--- src/rtl/qmp_pkg.sv ---
package qmp_pkg;

	// Input item
	typedef struct packed {
		logic [1:0] op;
		logic       data_bit;
		logic [7:0] read_row;
		logic [7:0] read_col;
	} qmp_req_t;

	// Result item
	typedef struct packed {
		logic [1:0] module_code;
		logic [7:0] placed_row;
		logic [7:0] placed_col;
		logic       placed;
		logic       full_res;
	} qmp_rsp_t;

	// Operation codes
	localparam logic [1:0] OP_START = 2'd0;
	localparam logic [1:0] OP_PLACE = 2'd1;
	localparam logic [1:0] OP_READ  = 2'd2;

	// Module codes
	localparam logic [1:0] CODE_BLACK = 2'd0;
	localparam logic [1:0] CODE_WHITE = 2'd1;
	localparam logic [1:0] CODE_UNSET = 2'd2;
	localparam logic [1:0] CODE_RESV  = 2'd3;

	// Register addresses
	localparam logic [2:0] REG_VERSION = 3'd0;

	typedef enum logic [2:0] {
		ST_IDLE,
		ST_CLEAR,
		ST_WRD,
		ST_WCHK,
		ST_RWAIT,
		ST_OUT
	} qmp_state_t;

	// Alignment centers per version: element 0 is the count, then the positions.
	typedef logic [0:7][7:0] align_row_t;

	function automatic align_row_t align_row(input logic [5:0] ver);
		case (ver)
			6'd2:  return '{8'd2, 8'd6, 8'd18, 8'd0, 8'd0, 8'd0, 8'd0, 8'd0};
			6'd3:  return '{8'd2, 8'd6, 8'd22, 8'd0, 8'd0, 8'd0, 8'd0, 8'd0};
			6'd4:  return '{8'd2, 8'd6, 8'd26, 8'd0, 8'd0, 8'd0, 8'd0, 8'd0};
			6'd5:  return '{8'd2, 8'd6, 8'd30, 8'd0, 8'd0, 8'd0, 8'd0, 8'd0};
			6'd6:  return '{8'd2, 8'd6, 8'd34, 8'd0, 8'd0, 8'd0, 8'd0, 8'd0};
			6'd7:  return '{8'd3, 8'd6, 8'd22, 8'd38, 8'd0, 8'd0, 8'd0, 8'd0};
			6'd8:  return '{8'd3, 8'd6, 8'd24, 8'd42, 8'd0, 8'd0, 8'd0, 8'd0};
			6'd9:  return '{8'd3, 8'd6, 8'd26, 8'd46, 8'd0, 8'd0, 8'd0, 8'd0};
			6'd10: return '{8'd3, 8'd6, 8'd28, 8'd50, 8'd0, 8'd0, 8'd0, 8'd0};
			6'd11: return '{8'd3, 8'd6, 8'd30, 8'd54, 8'd0, 8'd0, 8'd0, 8'd0};
			6'd12: return '{8'd3, 8'd6, 8'd32, 8'd58, 8'd0, 8'd0, 8'd0, 8'd0};
			6'd13: return '{8'd3, 8'd6, 8'd34, 8'd62, 8'd0, 8'd0, 8'd0, 8'd0};
			6'd14: return '{8'd4, 8'd6, 8'd26, 8'd46, 8'd66, 8'd0, 8'd0, 8'd0};
			6'd15: return '{8'd4, 8'd6, 8'd26, 8'd48, 8'd70, 8'd0, 8'd0, 8'd0};
			6'd16: return '{8'd4, 8'd6, 8'd26, 8'd50, 8'd74, 8'd0, 8'd0, 8'd0};
			6'd17: return '{8'd4, 8'd6, 8'd30, 8'd54, 8'd78, 8'd0, 8'd0, 8'd0};
			6'd18: return '{8'd4, 8'd6, 8'd30, 8'd56, 8'd82, 8'd0, 8'd0, 8'd0};
			6'd19: return '{8'd4, 8'd6, 8'd30, 8'd58, 8'd86, 8'd0, 8'd0, 8'd0};
			6'd20: return '{8'd4, 8'd6, 8'd34, 8'd62, 8'd90, 8'd0, 8'd0, 8'd0};
			6'd21: return '{8'd5, 8'd6, 8'd28, 8'd50, 8'd72, 8'd94, 8'd0, 8'd0};
			6'd22: return '{8'd5, 8'd6, 8'd26, 8'd50, 8'd74, 8'd98, 8'd0, 8'd0};
			6'd23: return '{8'd5, 8'd6, 8'd30, 8'd54, 8'd78, 8'd102, 8'd0, 8'd0};
			6'd24: return '{8'd5, 8'd6, 8'd28, 8'd54, 8'd80, 8'd106, 8'd0, 8'd0};
			6'd25: return '{8'd5, 8'd6, 8'd32, 8'd58, 8'd84, 8'd110, 8'd0, 8'd0};
			6'd26: return '{8'd5, 8'd6, 8'd30, 8'd58, 8'd86, 8'd114, 8'd0, 8'd0};
			6'd27: return '{8'd5, 8'd6, 8'd34, 8'd62, 8'd90, 8'd118, 8'd0, 8'd0};
			6'd28: return '{8'd6, 8'd6, 8'd26, 8'd50, 8'd74, 8'd98, 8'd122, 8'd0};
			6'd29: return '{8'd6, 8'd6, 8'd30, 8'd54, 8'd78, 8'd102, 8'd126, 8'd0};
			6'd30: return '{8'd6, 8'd6, 8'd26, 8'd52, 8'd78, 8'd104, 8'd130, 8'd0};
			6'd31: return '{8'd6, 8'd6, 8'd30, 8'd56, 8'd82, 8'd108, 8'd134, 8'd0};
			6'd32: return '{8'd6, 8'd6, 8'd34, 8'd60, 8'd86, 8'd112, 8'd138, 8'd0};
			6'd33: return '{8'd6, 8'd6, 8'd30, 8'd58, 8'd86, 8'd114, 8'd142, 8'd0};
			6'd34: return '{8'd6, 8'd6, 8'd34, 8'd62, 8'd90, 8'd118, 8'd146, 8'd0};
			6'd35: return '{8'd7, 8'd6, 8'd30, 8'd54, 8'd78, 8'd102, 8'd126, 8'd150};
			6'd36: return '{8'd7, 8'd6, 8'd24, 8'd50, 8'd76, 8'd102, 8'd128, 8'd154};
			6'd37: return '{8'd7, 8'd6, 8'd28, 8'd54, 8'd80, 8'd106, 8'd132, 8'd158};
			6'd38: return '{8'd7, 8'd6, 8'd32, 8'd58, 8'd84, 8'd110, 8'd136, 8'd162};
			6'd39: return '{8'd7, 8'd6, 8'd26, 8'd54, 8'd82, 8'd110, 8'd138, 8'd166};
			6'd40: return '{8'd7, 8'd6, 8'd30, 8'd58, 8'd86, 8'd114, 8'd142, 8'd170};
			default: return '0;
		endcase
	endfunction

endpackage

--- src/rtl/qmp_fixed_marks.sv ---
// Code of one module after the fixed marks are drawn on a cleared symbol.
module qmp_fixed_marks
	import qmp_pkg::*;
(
	input  logic [7:0] row,
	input  logic [7:0] col,
	input  logic [7:0] side,
	input  logic [5:0] ver,
	output logic [1:0] code
);

	align_row_t arow;
	logic [7:0] last;
	logic       hit_r, hit_c;
	logic [7:0] ar, ac;

	assign arow = align_row(ver);
	assign last = side - 8'd7;

	// Find the alignment center row and column within two modules
	always_comb begin
		hit_r = 1'b0;
		hit_c = 1'b0;
		ar    = '0;
		ac    = '0;
		for (int i = 1; i < 8; i++) begin
			if (8'(i) <= arow[0]) begin
				if ({1'b0, row} + 9'd2 >= {1'b0, arow[i]} &&
				    {1'b0, row} <= {1'b0, arow[i]} + 9'd2) begin
					hit_r = 1'b1;
					ar    = arow[i];
				end
				if ({1'b0, col} + 9'd2 >= {1'b0, arow[i]} &&
				    {1'b0, col} <= {1'b0, arow[i]} + 9'd2) begin
					hit_c = 1'b1;
					ac    = arow[i];
				end
			end
		end
	end

	// Priority: version > format > alignment > dark module > separators > finders; timing fills only unset
	always_comb begin
		logic [7:0] fr, fc;
		logic       in_fnd, sep, skip, fmt, vers;
		fr     = '0;
		fc     = '0;
		in_fnd = 1'b0;
		code   = CODE_UNSET;

		// finder squares
		if (row < 8'd7 && col < 8'd7) begin
			in_fnd = 1'b1; fr = row; fc = col;
		end else if (row >= last && col < 8'd7) begin
			in_fnd = 1'b1; fr = row - last; fc = col;
		end else if (row < 8'd7 && col >= last) begin
			in_fnd = 1'b1; fr = row; fc = col - last;
		end
		if (in_fnd) begin
			if (fr == 8'd0 || fr == 8'd6 || fc == 8'd0 || fc == 8'd6 ||
			    (fr >= 8'd2 && fr <= 8'd4 && fc >= 8'd2 && fc <= 8'd4))
				code = CODE_BLACK;
			else
				code = CODE_WHITE;
		end

		// separators and dark module
		sep = (row == 8'd7 && col <= 8'd7) || (col == 8'd7 && row <= 8'd7) ||
		      (row == side - 8'd8 && col <= 8'd7) ||
		      (col == 8'd7 && row >= side - 8'd8) ||
		      (row == 8'd7 && col >= side - 8'd8) ||
		      (col == side - 8'd8 && row <= 8'd7);
		if (sep)
			code = CODE_WHITE;
		if (row == side - 8'd8 && col == 8'd8)
			code = CODE_BLACK;

		// alignment squares, skipping centers under a finder
		skip = (ar == 8'd6 && ac == 8'd6) || (ar == 8'd6 && ac == last) ||
		       (ar == last && ac == 8'd6);
		if (hit_r && hit_c && !skip) begin
			if (row == ar - 8'd2 || row == ar + 8'd2 || col == ac - 8'd2 ||
			    col == ac + 8'd2 || (row == ar && col == ac))
				code = CODE_BLACK;
			else
				code = CODE_WHITE;
		end

		// timing row and column fill only unset modules
		if (code == CODE_UNSET) begin
			if (row == 8'd6 && col >= 8'd8 && col <= side - 8'd9)
				code = col[0] ? CODE_WHITE : CODE_BLACK;
			else if (col == 8'd6 && row >= 8'd8 && row <= side - 8'd9)
				code = row[0] ? CODE_WHITE : CODE_BLACK;
		end

		// format reserve
		fmt = (col == 8'd8 && row >= side - 8'd7) ||
		      (row == 8'd8 && col >= side - 8'd8) ||
		      (row == 8'd8 && col <= 8'd5) || (col == 8'd8 && row <= 8'd5) ||
		      (row == 8'd8 && col == 8'd7) || (row == 8'd7 && col == 8'd8) ||
		      (row == 8'd8 && col == 8'd8);
		if (fmt)
			code = CODE_RESV;

		// version reserve
		vers = (ver >= 6'd7) &&
		       ((row >= side - 8'd11 && row <= side - 8'd9 && col <= 8'd5) ||
		        (col >= side - 8'd11 && col <= side - 8'd9 && row <= 8'd5));
		if (vers)
			code = CODE_RESV;
	end

endmodule

--- config.mk ---
export PLATFORM = sky130hd
export DESIGN_NAME = qmp_fixed_marks
export DESIGN_NICKNAME = d
export VERILOG_FILES = /design/src/rtl/qmp_pkg.sv /design/src/rtl/qmp_fixed_marks.sv
export SDC_FILE = /design/constraint.sdc
export NUM_CORES = 1
export LEC_CHECK = 0
export BUFFER_PORTS_ARGS = -buffer_cell sky130_fd_sc_hd__buf_4
export CORE_UTILIZATION = 40
export DETAILED_ROUTE_END_ITERATION = 12
export SETUP_SLACK_MARGIN = 0.1
export SLEW_MARGIN = 20
export SYNTH_ARGS = -nofsm -noshare
export SYNTH_HDL_FRONTEND = slang
export SYNTH_MEMORY_MAX_BITS = 65536
export SYNTH_SLANG_ARGS = --single-unit
--- constraint.sdc ---
create_clock -name vclk -period 19.1
set_input_delay 2.865 -clock vclk [all_inputs]
set_output_delay 2.865 -clock vclk [all_outputs]
set_load 0.05 [all_outputs]
## Yosys cells after proc, flatten, opt, wreduce, memory -nomap -nowiden

Memories as Yosys holds them, arrays and structs flattened.
Cells that the tools add are included.

| operators by class | value |
|---|---|
| magnitude comparators | 56 |
| reduce and logical (&&, ||, !) cells | 74 |
| equality and inequality tests | 21 |
| add/subtract/negate cells | 19 |
| mux-type cells | 78 |

Operators with widths:

| cell | count |
|---|---|
| 2-to-1 mux 8 bit | 34 |
| greater-or-equal comparator 9 x 8 -> 1 bit | 14 |
| less-or-equal comparator 8 x 9 -> 1 bit | 14 |
| adder 8 x 2 -> 9 bit (second input constant) | 9 |
| == test 8 bit | 10 |
| == test 8 x 3 -> 1 bit (second input constant) | 8 |
| logical AND 1 bit | 49 |
| greater-or-equal comparator 8 bit | 6 |
| less-or-equal comparator 8 x 3 -> 1 bit (second input constant) | 6 |
| 2-to-1 mux 1 bit | 35 |
| less-or-equal comparator 3 x 8 -> 1 bit (first input constant) | 4 |
| subtractor 8 x 4 -> 8 bit (second input constant) | 3 |
| logical OR 1 bit | 22 |
| 2-to-1 mux 2 bit | 9 |
| adder 8 x 2 -> 8 bit (second input constant) | 2 |
| == test 8 x 4 -> 1 bit (second input constant) | 2 |
| greater-or-equal comparator 8 x 2 -> 1 bit (second input constant) | 2 |
| greater-or-equal comparator 8 x 4 -> 1 bit (second input constant) | 2 |
| less-or-equal comparator 2 x 8 -> 1 bit (first input constant) | 2 |
| less-or-equal comparator 8 bit | 2 |
| zero test 8 bit | 2 |
| less-than comparator 8 x 3 -> 1 bit (second input constant) | 2 |
| subtractor 8 x 2 -> 8 bit (second input constant) | 2 |
| subtractor 8 bit | 2 |
| other kinds (5) | 5 |

| storage, ports and cells | value |
|---|---|
| ROM bits | 2496 |
| input port bits | 30 |
| memories kept | 1 |
| register bits after elaboration | 0 |
| logic and storage cells | 249 |

Memory list:

| name | depth | width | rd ports | clocked after Yosys merged registers in | wr ports | RTL line | text |
|---|---|---|---|---|---|---|---|
| (no name shown) | 64 | 39 | 1 | 0 | 0 | qmp_pkg.sv:47 | `case (ver)` |

## Logic depth before layout (Yosys ltp)

Gate-level depths: netlist (run 1).
An unclocked memory read counts as a cell.

| depth | value |
|---|---|
| word-level depth | 31 |
| depth in mapped cells | 31 |

## Worst setup path after synthesis (run 1)

No wires, ideal clock.

| timing | value |
|---|---|
| kind | input to output |
| from | input ver[0] |
| to | output code[1] |
| buffers on the path | 2 |
| stages on the path | 23 |
| data required time | 16235 ps |
| slack | 6851 ps |
| arrival | 9384 ps |
| cells stage by stage | clkbuf_1 -> inv_1 -> ha_1 -> buf_2 -> nor2b_1 -> o21ai_2 -> nor4_1 -> nand3_1 -> xnor2_1 -> ha_1 -> nand3_1 -> a21oi_1 -> o32a_1 -> nor4_1 -> and2_1 -> a2111oi_0 -> a2111oi_0 -> a41oi_4 -> xnor2_1 -> or4_4 -> a211oi_2 -> nor2_1 -> o31ai_1 |

| on the way | value |
|---|---|
| longest elaborated chain between the ends | 30 |

RTL lines:

| what | RTL line | text |
|---|---|---|
| from (decl) | qmp_fixed_marks.sv:8 | `input logic [5:0] ver,` |
| memory (64 x 39 bit) | - |  |
| adder 8 x 2 -> 9 bit | qmp_fixed_marks.sv:29, qmp_fixed_marks.sv:34 |  |
| less-or-equal comparator 8 x 9 -> 1 bit, on equally long branches | qmp_fixed_marks.sv:29, qmp_fixed_marks.sv:34 |  |
| logical AND 1 bit, on equally long branches | qmp_fixed_marks.sv:28, qmp_fixed_marks.sv:33 |  |
| 2-to-1 mux 8 bit, on equally long branches | qmp_fixed_marks.sv:28, qmp_fixed_marks.sv:33 |  |
| 2-to-1 mux 8 bit | qmp_fixed_marks.sv:27 | `if (8'(i) <= arow[0]) begin` |
| 2-to-1 mux 8 bit, on equally long branches | qmp_fixed_marks.sv:28, qmp_fixed_marks.sv:33 |  |
| 2-to-1 mux 8 bit | qmp_fixed_marks.sv:27 |  |
| [14 not listed] | - |  |
| logical OR 1 bit or zero test 1 bit (tied branches) | qmp_fixed_marks.sv:82, qmp_fixed_marks.sv:81 |  |
| logical OR 1 bit or logical AND 1 bit (tied branches) | qmp_fixed_marks.sv:83, qmp_fixed_marks.sv:81 |  |
| 2-to-1 mux 1 bit or 2-to-1 mux 2 bit (tied branches) | qmp_fixed_marks.sv:82, qmp_fixed_marks.sv:81 |  |
| 2-to-1 mux 2 bit, on equally long branches | qmp_fixed_marks.sv:81, qmp_fixed_marks.sv:93 |  |
| == test 2 bit or 2-to-1 mux 2 bit (tied branches) | qmp_fixed_marks.sv:90, qmp_fixed_marks.sv:91 |  |
| 2-to-1 mux 2 bit | qmp_fixed_marks.sv:90 | `if (code == CODE_UNSET) begin` |
| 2-to-1 mux 2 bit | qmp_fixed_marks.sv:103 | `if (fmt)` |
| 2-to-1 mux 2 bit * | qmp_fixed_marks.sv:110 | `if (vers)` |
| to (decl) | qmp_fixed_marks.sv:9 | `output logic [1:0] code` |

Every way passes the cells marked *; elsewhere a longest branch is shown, timed or not.

## Worst setup path after layout (run 1)

| timing | value |
|---|---|
| from | input ver[1] |
| to | output code[1] |

The elaborated chain is that of the path after synthesis.

==> flow_summary.ini, run 1 <==
[timing]
layout_setup_ws_ns = 5.93
min_period_ns = 13.17
final.setup.tns_ns = 0
max_freq_mhz = 75.9
finalCritPeriodShare = 0.690
setup_viol = 0
tightestPinTransition_ns = 1.13
worst_slew_margin_rel = 0.245
grt_setup_unrepaired = no
slew_viol_final = 0
hold_viol = 0

[cells_and_area]
drive_gt1_frac = 0.0652
area_delta_synth_final_pct = 4.63
multi_input_area_um2 = 10200
antennaDiodeCount = 0
n_sequential_cell = 0
nets = 1734
mostFrequentLayoutCell = ha_1
regArea_um2 = 0
layout_common_cells = ha_1 (243), a21oi_1 (112), nand2_1 (101)
fillers = 2744
clockBufferCount = 0

[route]
via_per_inst = 6.67
drt-initial-drc-count = 1149
drt_first_pass_iters = 10
routed_wl_um = 43400
dr_total_vias = 11900
drc = 2
wire_per_inst_um = 24.2
drt.antenna.violating_nets = 0

[global_routing]
grt-ovfl-total = 0
grt_max_degree = 54
track_usage = 0.310
antenna_found_initial = 1
first_global_vias = 11600
grt_pass1_wl_um = 67800

[synth]
synth_top_area_cell = ha_1
synth_cell_types = 107
synthesis.area_um2 = 10800
synth_area_leaders = ha_1 (28%), a21oi_1 (5.2%), xnor2_1 (4.9%)
synth.avg_cell_area_um2 = 7.37
yosys_warnings = 0
yosysSeqAreaShare = 0
syn-instance-count = 1470
synth_nets = 1745
synth_top_area_share = 0.281

[floorplanning]
core-area_um2 = 26400
start_util = 0.411
die_h_um = 167
io_pins = 32
die-area_um2 = 27800
die_width_um = 167
rows = 59

[setup_path]
critPathKind = in -> out
cp_max_fo = 12
arrival_ns = 10.31
start_kind = input port
required_ns = 16.23
end_kind = output port

[pwr]
powerDensity_nw_per_um2 = 35.1
p_leak_nw = 4.79
ir_drop_uv = 19.2

[placement]
dp_hpwl_um = 32800
dp_slack_ns = 6.21
numPortBuffers = 32
place.gp.congestion = 0.993

[status]
violations = design-rule violations
status = finished with violations

[job]
maxCapViolCount = 0

[clock_tree]
cts_setup_buffers = 0
cts_resized = 0
hold_buffers = 0

[worst_hold_path]
hp-class = in -> out
-- through the flow --
stage | hold WS, ns | std cells | cell area, µm² | power, W | util
2_1_floorplan | 6.41 | 1470 | 10800 | 0.000280 | -
4_1_cts | 6.65 | 1792 | 11300 | 0.000390 | 0.430
3_5_place_dp | 6.65 | 1792 | 11300 | 0.000388 | 0.430
3_3_place_gp | 6.65 | 1792 | 11300 | 0.000382 | 0.430
5_1_grt | 6.75 | 1792 | 11300 | 0.000442 | 0.430
6_report | 6.66 | 1792 | 11300 | 0.000398 | 0.430
-- routing by layer --
metal	vias to the layer above	part of all wire	global-route usage
li1	5625	-	-
met1	5686	0.44	0.424
met2	529	0.44	0.504
met3	108	0.074	0.0228
met4	0	0.041	0.123
met5	-	0	0
-- final timing paths --
check	to	slack, ns	from	cells past startpoint
hold / removal	code[0]	6.66	col[0]	6
setup / recovery	code[1]	5.93	ver[1]	25
-- logic make-up (layout without fill, tap and decap cells) --
logic type | Yosys count | in the layout | share of synthesized area
AOI/OAI and AO/OA | 486 | 486 | 0.328
and+or+nand+nor | 482 | 482 | 0.236
adders and majority gates | 245 | 245 | 0.284
muxes | 22 | 22 | 0.0214
xor gates and xnor gates | 83 | 83 | 0.0709
buffers and inverters | 152 | 139 | 0.0592
-- critical path, cell delays in order --
cell and delay [ns]:
buf_4 0.16, inv_1 0.22, ha_1 0.43, nor2b_1 0.42, o21ai_1 0.20, nand2_1 0.26
inv_1 0.14, a211oi_2 0.50, ha_1 0.28, nor3b_1 0.30, xnor2_1 0.16, ha_1 0.23
or3_1 0.31, o211ai_1 0.24, o2111ai_1 0.48, nor3_1 0.48, a2111oi_0 0.23, a2111oi_0 0.44
and4_1 0.25, nand4b_1 0.12, or4_4 0.56, a211oi_2 0.28, nor2_1 0.09, o31ai_1 0.39
buf_4 0.27
-- power breakdown --
| part | internal (W) | switching [W] |
|---|---|---|
| logic | 0.000150 | 0.000248 |
| registers | 0 | 0 |
| clock network | 0 | 0 |
-- area by class of cell --
class,instances,share of cell area
multi-input combinational,1318,0.901
tap,335,0.0370
inverter,91,0.0301
timing repair buffer,48,0.0318
-- cell usage after synthesis, types with 8 or more instances --
master,number
nor2_1,93
a21o_1,34
a2111oi_0,16
nor4_1,18
a31oi_1,15
o31ai_1,13
o21ai_0,58
clkbuf_1,33
xor2_1,19
nand2_1,101
inv_1,84
mux2i_1,16
o21bai_1,10
o21a_1,19
o221ai_1,11
a211oi_1,25
nand2b_1,45
xnor2_1,61
nand4_1,23
or3_1,13
and2_1,12
o211ai_1,16
buf_2,15
o22ai_1,13
a21oi_1,112
nor2b_1,31
ha_1,243
nand3_1,48
and4_1,8
nand3b_1,9
and3_1,13
nor3_1,28
o21ai_1,8
No activity file was read; power rests on OpenSTA's default activity.
==> run 2: changes to the inputs <==
==> constraint.sdc (replaced) <==
create_clock -name vclk -period 13.4
set_input_delay 2.01 -clock vclk [all_inputs]
set_output_delay 2.01 -clock vclk [all_outputs]
set_load 0.05 [all_outputs]
==> run 2 against run 1 <==
Hold slack lost 1.7 ns; the run still ends with design-rule violations left; total power up 43%; combinational power up 43%; core utilization is essentially flat; die area unchanged; count of clock-buffer cells in the layout unchanged; setup slack got worse by 3.9 ns; non-clock buffer count rose by 3; critical endpoint is now code[0].
==> flow_summary.ini, run 2 (same netlist as run 1, synthesis figures left out) <==
[pwr]
powerDensity_nw_per_um2 = 50.2
ir_drop_uv = 22.2
p_leak_nw = 4.80

[placement]
numPortBuffers = 32
dp_hpwl_um = 33100
place.gp.congestion = 1.00
dp_slack_ns = 2.22

[cells_and_area]
clockBufferCount = 0
nets = 1737
area_delta_synth_final_pct = 4.73
drive_gt1_frac = 0.0671
fillers = 2737
n_sequential_cell = 0
final_core_util = 0.431
mostFrequentLayoutCell = ha_1
layout_common_cells = ha_1 (243), a21oi_1 (112), nand2_1 (101)
antennaDiodeCount = 0
regArea_um2 = 0

[clock_tree]
cts_setup_buffers = 0
hold_buffers = 0
cts_resized = 0

[setup_path]
arrival_ns = 9.40
worst_path_max_delay_cell = a2111oi_1
required_ns = 11.39
crit_top_cell = ha_1
critPathBufInv = 4
crit_family = compound AO/OA/AOI/OAI gates
cp.depth = 29
slowest_delay_ns = 0.96
critPathKind = in -> out
start_kind = input port
end_kind = output port
cp_max_fo = 12
critPathLaunch = ver[1]

[global_routing]
grt_pass1_wl_um = 66600
track_usage = 0.307
first_global_vias = 11400
grt_max_degree = 54
grt-ovfl-total = 0
antenna_found_initial = 0

[timing]
max_freq_mhz = 87.6
worst_slew_margin_rel = 0.210
finalCritPeriodShare = 0.852
hold_viol = 0
final.setup.tns_ns = 0
tightestPinTransition_ns = 1.18
slew_viol_final = 0
min_period_ns = 11.41
grt_setup_unrepaired = no
hold-worst-slack_ns = 4.94
layout_setup_ws_ns = 1.99
setup_viol = 0

[floorplanning]
die-area_um2 = 27800
die_width_um = 167
start_util = 0.411
die_h_um = 167
core-area_um2 = 26400
io_pins = 32
rows = 59

[route]
drt.antenna.violating_nets = 0
routed_wl_um = 43600
via_per_inst = 6.69
drt-initial-drc-count = 1209
wire_per_inst_um = 24.3
dr_total_vias = 12000
drc = 2
drt_first_pass_iters = 10

[status]
status = finished with violations
violations = design-rule violations

[job]
maxCapViolCount = 0

[worst_hold_path]
hold_depth = 6
min-delay-start = col[0]
hp-class = in -> out
## run 2: cell count changes in the layout (fill, tap and decap cells not counted), sizes merged
cell,previous run,this run
buf,48,51
## run 2: area by class of cell
class	count	area, µm²	share of cell area
inverters	91	342	0.0301
multi-input cells	1318	10200	0.899
well taps	335	419	0.0369
repair buffers	51	383	0.0337
## run 2: tightest hold or removal path: stages
cell and delay [ns]:
buf_4 0.27, a22oi_1 0.12, nor2_1 0.12, o22ai_1 0.08, o211ai_1 0.11, buf_4 0.22
## run 2: routing by layer
layer,global-route usage,up-vias,share of wire
li1,-,5622,-
met1,0.411,5672,0.43
met2,0.498,601,0.44
met3,0.0361,106,0.087
met4,0.124,0,0.046
met5,0,-,0
## run 2: final timing paths
kind	endpoint	slack, ns
setup / recovery	code[0]	1.99
hold / removal	code[0]	4.94
## run 2: through the flow
| step | total power (W) | cell area (µm²) | cells |
|---|---|---|---|
| 2_1_floorplan | 0.000399 | 10800 | 1470 |
| 3_3_place_gp | 0.000548 | 11300 | 1795 |
| 3_5_place_dp | 0.000554 | 11300 | 1795 |
| 4_1_cts | 0.000558 | 11300 | 1795 |
| 5_1_grt | 0.000627 | 11400 | 1795 |
| 6_report | 0.000570 | 11400 | 1795 |
## run 2: power breakdown
part           total [W]  switching [W]  leakage (nW)  internal, W
Combinational   0.000570       0.000356          4.80     0.000214
Sequential             0              0             0            0
Clock                  0              0             0            0
Total           0.000570       0.000356          4.80     0.000214
